<file path="config.mk">
export PLATFORM = sky130hd
export DESIGN_NAME = nearest_timestamp_gyro_accel_merge
export DESIGN_NICKNAME = d
export VERILOG_FILES = /design/src/hdl/ntgm_pkg.sv /design/src/hdl/ntgm_store.sv /design/src/hdl/ntgm_scan.sv /design/src/hdl/nearest_timestamp_gyro_accel_merge.sv
export SDC_FILE = /design/constraint.sdc
export NUM_CORES = 2
export LEC_CHECK = 0
export BUFFER_PORTS_ARGS = -buffer_cell sky130_fd_sc_hd__buf_4
export CAP_MARGIN = 20
export CORE_ASPECT_RATIO = 1.25
export CORE_MARGIN = 2
export CORE_UTILIZATION = 61
export DETAILED_ROUTE_END_ITERATION = 8
export PLACE_DENSITY = 0.79
export SYNTH_ARGS = -nofsm -noshare
export SYNTH_HDL_FRONTEND = slang
export SYNTH_SLANG_ARGS = --single-unit
</file>
<file path="constraint.sdc">
create_clock -name clock -period 38.1 [get_ports clock]
set_input_delay 7.62 -clock clock [delete_from_list [all_inputs] [get_ports clock]]
set_output_delay 7.62 -clock clock [all_outputs]
set_load 0.01 [all_outputs]
</file>
<file path="src/hdl/ntgm_pkg.sv">
// ----------------------------------------------------------------------------
// ntgm_pkg
// Shared types and constants for the nearest timestamp gyro/accel merge.
// ----------------------------------------------------------------------------
package ntgm_pkg;

   localparam int DEPTH   = 16;
   localparam int IDX_W   = (DEPTH > 1) ? $clog2(DEPTH) : 1;
   localparam int CNT_W   = $clog2(DEPTH + 1);
   localparam int STAMP_W = 63;
   localparam int WORD_W  = 32;

   localparam logic OP_GYRO  = 1'b0;
   localparam logic OP_ACCEL = 1'b1;

   typedef struct packed {
      logic                     opcode;
      logic [STAMP_W-1:0]       sample_stamp;
      logic signed [WORD_W-1:0] val_x;
      logic signed [WORD_W-1:0] val_y;
      logic signed [WORD_W-1:0] val_z;
   } req_type;

   typedef struct packed {
      logic [STAMP_W-1:0]       merged_stamp;
      logic signed [WORD_W-1:0] acc_x;
      logic signed [WORD_W-1:0] acc_y;
      logic signed [WORD_W-1:0] acc_z;
      logic signed [WORD_W-1:0] gyro_x;
      logic signed [WORD_W-1:0] gyro_y;
      logic signed [WORD_W-1:0] gyro_z;
      logic                     gyro_found;
   } rsp_type;

   typedef struct packed {
      logic signed [WORD_W-1:0] x;
      logic signed [WORD_W-1:0] y;
      logic signed [WORD_W-1:0] z;
   } rates_type;

   typedef struct packed {
      logic [STAMP_W-1:0] stamp;
      rates_type          rates;
   } entry_type;

   typedef struct packed {
      logic             clear;
      logic             load;
      logic [IDX_W-1:0] tag;
   } scan_ctl_type;

   typedef struct packed {
      logic             found;
      logic             busy;
      logic [IDX_W-1:0] idx;
      rates_type        rates;
   } best_type;

   typedef enum logic [2:0] {
      ST_IDLE,
      ST_SCAN,
      ST_DRAIN,
      ST_SHIFT_RD,
      ST_SHIFT_WR,
      ST_WRITE,
      ST_RESULT
   } state_type;

endpackage

</file>
<file path="src/hdl/ntgm_store.sv">
// ----------------------------------------------------------------------------
// ntgm_store
// Gyro sample store: one write port, one read port with registered data.
// ----------------------------------------------------------------------------
module ntgm_store
   import ntgm_pkg::*;
(
   input  logic             clock,
   input  logic             wr_en,
   input  logic [IDX_W-1:0] wr_addr,
   input  entry_type        wr_data,
   input  logic [IDX_W-1:0] rd_addr,
   output entry_type        rd_data
);

   entry_type mem_ff [DEPTH];
   entry_type rd_data_ff;

   always_ff @(posedge clock) begin
      if (wr_en) begin
         mem_ff[wr_addr] <= wr_data;
      end
      rd_data_ff <= mem_ff[rd_addr];
   end

   assign rd_data = rd_data_ff;

endmodule

</file>
<file path="src/hdl/ntgm_scan.sv">
// ----------------------------------------------------------------------------
// ntgm_scan
// Shared distance unit: absolute stamp difference, then best-so-far compare.
// ----------------------------------------------------------------------------
module ntgm_scan
   import ntgm_pkg::*;
(
   input  logic               clock,
   input  logic               reset,
   input  scan_ctl_type       ctl,
   input  logic [STAMP_W-1:0] ref_stamp,
   input  entry_type          entry,
   output best_type           best
);

   logic               d_vld_ff, d_vld_in;
   logic [STAMP_W-1:0] d_dist_ff, d_dist_in;
   logic [IDX_W-1:0]   d_tag_ff;
   rates_type          d_rates_ff;

   logic               found_ff, found_in;
   logic [STAMP_W-1:0] best_dist_ff, best_dist_in;
   logic [IDX_W-1:0]   best_idx_ff, best_idx_in;
   rates_type          best_rates_ff, best_rates_in;

   logic [STAMP_W:0]   diff_ab;
   logic [STAMP_W:0]   diff_ba;
   logic               take;

   // both directions in parallel, borrow picks the non-negative one
   always_comb begin
      diff_ab   = {1'b0, ref_stamp} - {1'b0, entry.stamp};
      diff_ba   = {1'b0, entry.stamp} - {1'b0, ref_stamp};
      d_dist_in = diff_ab[STAMP_W] ? diff_ba[STAMP_W-1:0] : diff_ab[STAMP_W-1:0];
      d_vld_in  = ctl.load;
   end

   // strict less-than keeps the earliest entry on ties
   always_comb begin
      take          = d_vld_ff && (!found_ff || (d_dist_ff < best_dist_ff));
      found_in      = found_ff;
      best_dist_in  = best_dist_ff;
      best_idx_in   = best_idx_ff;
      best_rates_in = best_rates_ff;
      if (ctl.clear) begin
         found_in = 1'b0;
      end else if (take) begin
         found_in      = 1'b1;
         best_dist_in  = d_dist_ff;
         best_idx_in   = d_tag_ff;
         best_rates_in = d_rates_ff;
      end
   end

   always_ff @(posedge clock) begin
      if (reset) begin
         d_vld_ff <= 1'b0;
         found_ff <= 1'b0;
      end else begin
         d_vld_ff <= d_vld_in;
         found_ff <= found_in;
      end
      d_dist_ff     <= d_dist_in;
      d_tag_ff      <= ctl.tag;
      d_rates_ff    <= entry.rates;
      best_dist_ff  <= best_dist_in;
      best_idx_ff   <= best_idx_in;
      best_rates_ff <= best_rates_in;
   end

   assign best.found = found_ff;
   assign best.busy  = d_vld_ff;
   assign best.idx   = best_idx_ff;
   assign best.rates = best_rates_ff;

endmodule

</file>
<file path="src/hdl/nearest_timestamp_gyro_accel_merge.sv">
// ----------------------------------------------------------------------------
// nearest_timestamp_gyro_accel_merge
// Pairs each accelerometer sample with the nearest-in-time stored gyro sample.
// ----------------------------------------------------------------------------
// Usage:
//   req channel: opcode 0 stores a gyro sample at the end of a DEPTH-entry
//   store (the oldest entry is dropped when full); opcode 1 is an accel
//   sample that gets merged with the stored gyro sample nearest in time,
//   which is then removed. Gyro requests give no response, accel requests
//   give exactly one on the rsp channel.
//   One request is handled at a time; req_ready is high only while idle.
//   Sequencing, with N stored entries and the match at position p:
//     gyro, store not full:  written straight into the store
//     gyro, store full:      shift out the oldest entry, then write
//     accel, store empty:    straight to the response register
//     accel:                 scan of the N entries through the shared
//                            distance unit, shift the entries after p down
//                            to close the gap, then load the response
//   The store has one read and one write port; each shift reads, then writes.
//   Reset empties the store and drops any pending response. A stalled
//   receiver holds the response register; the block keeps taking requests
//   and only waits when a second response is ready to load.
// ----------------------------------------------------------------------------
module nearest_timestamp_gyro_accel_merge
   import ntgm_pkg::*;
(
   input  logic    clock,
   input  logic    reset,
   input  logic    req_valid,
   output logic    req_ready,
   input  req_type req_data,
   output logic    rsp_valid,
   input  logic    rsp_ready,
   output rsp_type rsp_data
);

   state_type        state_ff, state_in;
   logic [IDX_W-1:0] idx_ff, idx_in;
   logic [CNT_W-1:0] fill_ff, fill_in;
   req_type          req_ff, req_in;
   logic             rd_vld_ff;
   logic [IDX_W-1:0] rd_tag_ff;
   logic             rsp_valid_ff, rsp_valid_in;
   rsp_type          rsp_data_ff, rsp_data_in;

   logic             accept;
   logic [CNT_W-1:0] idx_next;
   logic             more;
   logic             last_issue;
   logic             rsp_free;

   logic             wr_en;
   logic [IDX_W-1:0] wr_addr;
   entry_type        wr_data;
   logic [IDX_W-1:0] rd_addr;
   entry_type        rd_data;

   scan_ctl_type     scan_ctl;
   best_type         best;

   ntgm_store u_store (
      .clock   (clock),
      .wr_en   (wr_en),
      .wr_addr (wr_addr),
      .wr_data (wr_data),
      .rd_addr (rd_addr),
      .rd_data (rd_data)
   );

   ntgm_scan u_scan (
      .clock     (clock),
      .reset     (reset),
      .ctl       (scan_ctl),
      .ref_stamp (req_ff.sample_stamp),
      .entry     (rd_data),
      .best      (best)
   );

   always_comb begin
      accept     = req_valid && (state_ff == ST_IDLE);
      idx_next   = CNT_W'(idx_ff) + CNT_W'(1);
      more       = idx_next < fill_ff;
      last_issue = idx_next == fill_ff;
      rsp_free   = !rsp_valid_ff || rsp_ready;
   end

   // next state
   always_comb begin
      state_in = state_ff;
      unique case (state_ff)
         ST_IDLE: begin
            if (req_valid) begin
               if (req_data.opcode == OP_GYRO) begin
                  state_in = (fill_ff == CNT_W'(DEPTH)) ? ST_SHIFT_RD : ST_WRITE;
               end else begin
                  state_in = (fill_ff == '0) ? ST_RESULT : ST_SCAN;
               end
            end
         end
         ST_SCAN: begin
            if (last_issue) begin
               state_in = ST_DRAIN;
            end
         end
         ST_DRAIN: begin
            if (!rd_vld_ff && !best.busy) begin
               state_in = ST_SHIFT_RD;
            end
         end
         ST_SHIFT_RD: begin
            if (more) begin
               state_in = ST_SHIFT_WR;
            end else begin
               state_in = (req_ff.opcode == OP_GYRO) ? ST_WRITE : ST_RESULT;
            end
         end
         ST_SHIFT_WR: state_in = ST_SHIFT_RD;
         ST_WRITE:    state_in = ST_IDLE;
         ST_RESULT: begin
            if (rsp_free) begin
               state_in = ST_IDLE;
            end
         end
         default: state_in = ST_IDLE;
      endcase
   end

   // datapath and outputs
   always_comb begin
      idx_in         = idx_ff;
      fill_in        = fill_ff;
      req_in         = req_ff;
      wr_en          = 1'b0;
      wr_addr        = idx_ff;
      wr_data        = rd_data;
      rd_addr        = idx_ff;
      scan_ctl.clear = 1'b0;
      scan_ctl.load  = rd_vld_ff;
      scan_ctl.tag   = rd_tag_ff;
      rsp_valid_in   = rsp_valid_ff && !rsp_ready;
      rsp_data_in    = rsp_data_ff;

      unique case (state_ff)
         ST_IDLE: begin
            if (accept) begin
               req_in         = req_data;
               idx_in         = '0;
               scan_ctl.clear = 1'b1;
            end
         end
         ST_SCAN: begin
            idx_in = idx_next[IDX_W-1:0];
         end
         ST_DRAIN: begin
            idx_in = best.idx;
         end
         ST_SHIFT_RD: begin
            rd_addr = idx_next[IDX_W-1:0];
            if (!more) begin
               fill_in = fill_ff - CNT_W'(1);
            end
         end
         ST_SHIFT_WR: begin
            wr_en  = 1'b1;
            idx_in = idx_next[IDX_W-1:0];
         end
         ST_WRITE: begin
            wr_en               = 1'b1;
            wr_addr             = fill_ff[IDX_W-1:0];
            wr_data.stamp       = req_ff.sample_stamp;
            wr_data.rates.x     = req_ff.val_x;
            wr_data.rates.y     = req_ff.val_y;
            wr_data.rates.z     = req_ff.val_z;
            fill_in             = fill_ff + CNT_W'(1);
         end
         ST_RESULT: begin
            if (rsp_free) begin
               rsp_valid_in             = 1'b1;
               rsp_data_in.merged_stamp = req_ff.sample_stamp;
               rsp_data_in.acc_x        = req_ff.val_x;
               rsp_data_in.acc_y        = req_ff.val_y;
               rsp_data_in.acc_z        = req_ff.val_z;
               rsp_data_in.gyro_found   = best.found;
               rsp_data_in.gyro_x       = best.found ? best.rates.x : '0;
               rsp_data_in.gyro_y       = best.found ? best.rates.y : '0;
               rsp_data_in.gyro_z       = best.found ? best.rates.z : '0;
            end
         end
         default: begin
            idx_in = idx_ff;
         end
      endcase
   end

   always_ff @(posedge clock) begin
      if (reset) begin
         state_ff     <= ST_IDLE;
         fill_ff      <= '0;
         rd_vld_ff    <= 1'b0;
         rsp_valid_ff <= 1'b0;
      end else begin
         state_ff     <= state_in;
         fill_ff      <= fill_in;
         rd_vld_ff    <= (state_ff == ST_SCAN);
         rsp_valid_ff <= rsp_valid_in;
      end
      idx_ff      <= idx_in;
      req_ff      <= req_in;
      rd_tag_ff   <= idx_ff;
      rsp_data_ff <= rsp_data_in;
   end

   assign req_ready = (state_ff == ST_IDLE);
   assign rsp_valid = rsp_valid_ff;
   assign rsp_data  = rsp_data_ff;

   a_fill_bound: assert property (@(posedge clock) disable iff (reset)
      fill_ff <= CNT_W'(DEPTH))
      else $error("fill count above store depth");

   a_write_room: assert property (@(posedge clock) disable iff (reset)
      (state_ff == ST_WRITE) |-> (fill_ff < CNT_W'(DEPTH)))
      else $error("gyro write into a full store");

   a_shift_nonempty: assert property (@(posedge clock) disable iff (reset)
      (state_ff == ST_SHIFT_RD || state_ff == ST_SHIFT_WR) |-> (fill_ff != '0))
      else $error("shift pass on an empty store");

   a_match_found: assert property (@(posedge clock) disable iff (reset)
      (state_ff == ST_DRAIN && !rd_vld_ff && !best.busy) |-> best.found)
      else $error("scan of a non-empty store found no entry");

   a_rsp_hold: assert property (@(posedge clock) disable iff (reset)
      (rsp_valid_ff && !rsp_ready) |=> (rsp_valid_ff && $stable(rsp_data_ff)))
      else $error("pending response changed under stall");

endmodule
</file>
Word-level counts from Yosys, hierarchy flattened
Memories as Yosys holds them, arrays and structs flattened. A register that Yosys moved wholly into a read port is not among the register bits.
Cells that the tools add are included.
- register bits: 762
- latch bits: 0
- RAM bits: 2544
- bits in read-only memories: 0
- logic and storage cells: 103
- memories: 1
- memories (memory ; words ; width ; read ports ; clocked after Yosys merged registers in ; write ports ; line ; source):
    u_store.mem_ff ; 16 ; 159 ; 1 ; 1 ; 1 ; ntgm_store.sv:16 ; entry_type mem_ff [DEPTH];
- $add $sub $neg: 5
- $mul: 0
- div/mod/pow operators: 0
- order comparisons: 2
- equal/unequal tests: 14
- shift-type cells: 0
- multiplexer cells: 25
- bitwise logic cells: 1
- reduce and logical (&&, ||, !) cells: 24
- operator list (cell ; number):
    159-bit two-way mux ; 1
    63-bit by 63-bit subtractor with 64-bit output ; 1
    63-bit < comparator ; 1
    63-bit two-way mux ; 1
    63-bit subtractor ; 1
    3-bit two-way mux ; 7
    3-bit one-hot mux with 6 select lines ; 1
    4-bit two-way mux ; 3
    4-bit one-hot mux with 3 select lines ; 1
    2-bit inequality test, second input constant ; 5
    5-bit one-hot mux with 2 select lines ; 1
    2-bit AND reduction ; 5
    3-bit equality test, second input constant ; 3
    1-bit two-way mux ; 7
    3-bit by 2-bit equality test with 1-bit output, second input constant ; 2
    2-bit OR reduction ; 3
    4-bit by 1-bit adder with 5-bit output, second input constant ; 1
    5-bit by 1-bit adder with 5-bit output, second input constant ; 1
    5-bit equality test ; 1
    5-bit equality test, second input constant ; 1
    1-bit logical NOT ; 5
    5-bit logical NOT ; 1
    5-bit < comparator ; 1
    5-bit two-way mux ; 1
    other kinds (11) ; 16

Depth between registers and ports, before layout
- depth in word-level cells: 6
- gate-level depth with buffers: 15

Hierarchy
A second synthesis with hierarchy kept.
- cell total of the unflattened synthesis: 6726
- area total of the unflattened synthesis: 132960.0 sq um
- modules (own cells, without submodules) (module ; times used ; cells an instance ; area an instance (sq um)):
    ntgm_store ; 1 ; 4161 ; 98856.1
    ntgm_scan ; 1 ; 1729 ; 17407.9
    nearest_timestamp_gyro_accel_merge ; 1 ; 836 ; 16696.0

Least setup slack after synthesis
OpenSTA, ideal clock, no wires.
- path type: in2reg
- start: input rsp_ready
- end: register rsp_data_ff, in the netlist rsp_data[0] (enable)
- library setup time: 904 ps
- arrival: 18965 ps
- required time: 37196 ps
- setup slack: 18231 ps
- cell stages on the path: 2
- path buffers: 0
- cells stage by stage: nand2b_1 > nor2b_1
- word-level cells in the longest chain between the ends: 2
- ends and longest elaborated chain (item ; line ; source):
    start: declaration ; nearest_timestamp_gyro_accel_merge.sv:33 ; input logic rsp_ready,
    1-bit logical OR ; nearest_timestamp_gyro_accel_merge.sv:84 ; rsp_free = !rsp_valid_ff || rsp_ready;
    2-bit AND reduction (no line) ; - ;
    end signal: assignment ; nearest_timestamp_gyro_accel_merge.sv:210 ; rsp_data_ff <= rsp_data_in;
    end: declaration ; nearest_timestamp_gyro_accel_merge.sv:44 ; rsp_type rsp_data_ff, rsp_data_in;
Every way passes these cells.
A chain may end at the register's enable or synchronous reset.

==> results.cfg <==
[clock_network]
clk_pin_slew_ns = 0.06
cts_setup_buffers = 0
cts.sinks = 3465
cts_hold_buffers = 0
cts_resized = 0
cts_tree = built
htreeDepth = 5
cts_max_path_buffers = 4
root_buffer = clkbuf_16
clock_latency_ns = 0.89
cts_made_buffers = 323

[power_and_ir_drop]
clkPwrFrac_pct = 26.2
seqPwrFrac_pct = 43.7
combinationalPowerShare_pct = 30.1
ir_drop_mv = 0.0723
p_per_area_nw_per_um2 = 82.0
leakage_nw = 51.0
p_sw_share_pct = 31.0
p_int_mw = 8.46
switching_power_mw = 3.80

[synth]
synthTopCellsByCount = edfxtp_1 (3127), mux4_2 (776), dfxtp_1 (338), inv_1 (230), a21oi_1 (204)
synth_seq_cells = 3465
yosysMostFrequentCell = edfxtp_1
netlist_area_um2 = 132000
synth_nets = 6757
synthCells = 6394
synth_warnings = 0
synthSimpleGateAreaFrac_pct = 2.14
yosys.area_share.xor_xnor_pct = 0.472
synth_ff_type = edfxtp_1
synth_top_area_cell = edfxtp_1
synthArstFlopShare_pct = 0
ys_types = 80
synth_edf_count = 3127
syn_avg_cell_area_um2 = 20.6
synth_fa_ha_area_share_pct = 1.91
synth_compound_area_share_pct = 3.15
synth.yosys.seq_area_share_pct = 76.4
synth_top_family_by_area = multiplexers
muxShareOfSynthArea_pct = 14.4
synth_area_leaders = edfxtp_1 (71%), mux4_2 (13%), dfxtp_1 (5.1%)
synth_top_area_share_pct = 71.3

[critical_path]
crit_required_ns = 38.58
critPathMaxStageDelay_ns = 0.84
cp-start-kind = input pin
critical_path_class = in -> reg
cp-end-kind = flop
crit_arrival_ns = 11.58
path_buf_inv = 4
crit_chain = buf_4 -> and2_4 -> nand2b_1 -> a2111oi_0 -> o211ai_1 -> a21oi_1 -> o2bb2ai_4 -> buf_4 -> buf_4 -> buf_4
path_delay_family = buffers and inverters
crit_slowest_cell = buf_4
cp_max_fo = 50
crit_path_frequent_cell = buf_4

[die]
core_um2 = 215000
die_w_um = 420
die_h_um = 524
num_io_pins = 422
start_util_pct = 61.4
dieArea_um2 = 220000
rows = 190

[place]
gp_congestion = 0.933
dp_hpwl_mm = 163
port_buffers = 421
dp_cells = 9581

[global_route]
antenna_found_initial = 17
grt.total_usage_pct = 28.7
grt_start_max_net_pins = 131
grt_pass1_vias = 68200
grt_pass1_wl_mm = 457
overflow = 0

[timing]
hold_viol = 0
max_freq_ghz = 0.0901
finalCritPeriodShare_pct = 29.1
relSlewSlack_pct = 20.4
setup_viol = 0
rsz0062_at_grt = false
tightest_slew_ns = 1.19
slew_viol_final = 0
finalCriticalPeriod_ns = 11.10
tns_ns = 0
finClkSkew_ns = 0.0385

[detailed_routing]
vias = 65900
via_per_inst = 6.47
drc = 0
wl_per_cell_um = 30.9
drt-total-wl_mm = 315
dr.first_iter.drc_count = 8236
drt-pass1-iter-count = 6
ant_nets = 0

[final_layout]
fin_cells = 10200
drive_gt1_share_pct = 27.5
fin_nets = 7396
fillerInstances = 12500
area_delta_synth_final_pct = 13.5

[flow_run]
maxCapViolCount = 0

[status]
status = complete, no violations

[hold_path]
hold_class = reg -> reg
[metrics by stage]
step	total power, mW	setup slack (ns)	utilization, %	area [µm²]	hold WS [ns]
floorplan	7.95	18.23	-	132000	0.310
global placement	8.94	26.08	64.7	139000	0.312
detailed placement	9.04	26.15	64.7	139000	0.312
CTS	12.3	27.06	69.6	149000	0.323
global route	12.7	26.89	69.7	150000	0.322
finish	12.3	27.00	69.7	150000	0.323
[flip-flops by register name, indices dropped and copies added (netlist names)]
register	flops
u_store.mem_ff	2544
rsp_data	256
req_ff	160
u_store.rd_data	159
u_scan.best	96
u_scan.d_rates_ff	96
u_scan.best_dist_ff	63
u_scan.d_dist_ff	63
fill_ff	5
idx_ff	4
rd_tag_ff	4
u_scan.best_idx_ff	4
u_scan.d_tag_ff	4
state_ff	3
rd_vld_ff	1
rsp_valid	1
u_scan.d_vld_ff	1
u_scan.found_ff	1
[area by class of cell]
type	count	area, µm²	share of cell area [%]
Antenna cell	6	15.0	0.0100
Clock buffer	415	8880	5.94
Clock inverter	171	1640	1.10
Inverter	230	863	0.577
Multi-Input combinational cell	2415	29300	19.6
Sequential cell	3465	101000	67.3
Tap cell	2880	3600	2.41
Timing Repair Buffer	598	4590	3.07
[power groups by stage]
stage	clock, mW	sequential, mW	combinational [mW]
CTS	3.26	5.36	3.69
global route	3.38	5.39	3.96
global placement	0	5.40	3.54
finish	3.22	5.36	3.69
floorplan	0	5.33	2.63
detailed placement	0	5.42	3.62
[kinds of logic (layout without fill, tap and decap cells)]
logic type                 Yosys count  count (layout)
AOI/OAI and AO/OA                  665             665
xor gates and xnor gates            71              71
adders and majority gates          199             199
buffers and inverters              514            1414
DFF                               3465            3465
muxes                              910             910
other                                0               6
and+or+nand+nor                    570             570
[routing by layer]
layer / share of wire [%] / vias to the layer above / track usage [%] / wire length (µm)
li1: - / 27200 / - / -
met1: 38 / 34400 / 39.7 / 119000
met2: 50 / 3724 / 47.6 / 158000
met3: 8.7 / 594 / 4.38 / 27300
met4: 3.4 / 8 / 9.85 / 10700
met5: 0.018 / - / 0 / 56
[cell usage in the layout (no fill, tap or decap), types with 8 or more instances in the layout]
master         n
xor2_1        23
inv_6         12
nand2b_1       9
a21oi_1      204
bufinv_16     23
dfxtp_1      337
mux2i_1       33
mux4_2       776
o31ai_1        9
buf_12         9
and2_1       117
and3_1         9
ha_1         196
o21a_1        11
o21ai_0      158
a21o_1        87
nor2_4        16
inv_1        230
nor2_1       101
nor3_1        20
nand3_1       20
clkinvlp_4    19
nand4_1       39
a31oi_1       36
clkbuf_16    331
mux2_2       100
o211ai_1      10
clkinv_2      54
buf_4        584
o21bai_1      41
clkbuf_8      28
xnor2_1       44
nand2_1      177
nor2b_1       17
nor4_1         8
clkbuf_1      56
edfxtp_1    3127
a211oi_1      34
clkinv_1      45
o21ai_1        8
[path summary, 6_finish.rpt]
path                                    from                   to  slack (ns)  cells past startpoint
worst max-delay path               req_valid      u_scan.best[48]       27.00                     10
worst max register to register   state_ff[0]  u_store.rd_data[55]       31.34                      9
worst min register to register  rd_tag_ff[1]   u_scan.d_tag_ff[1]        0.32                      0
worst min-delay path            rd_tag_ff[1]   u_scan.d_tag_ff[1]        0.32                      0
Power figures use the tool's default switching activity.
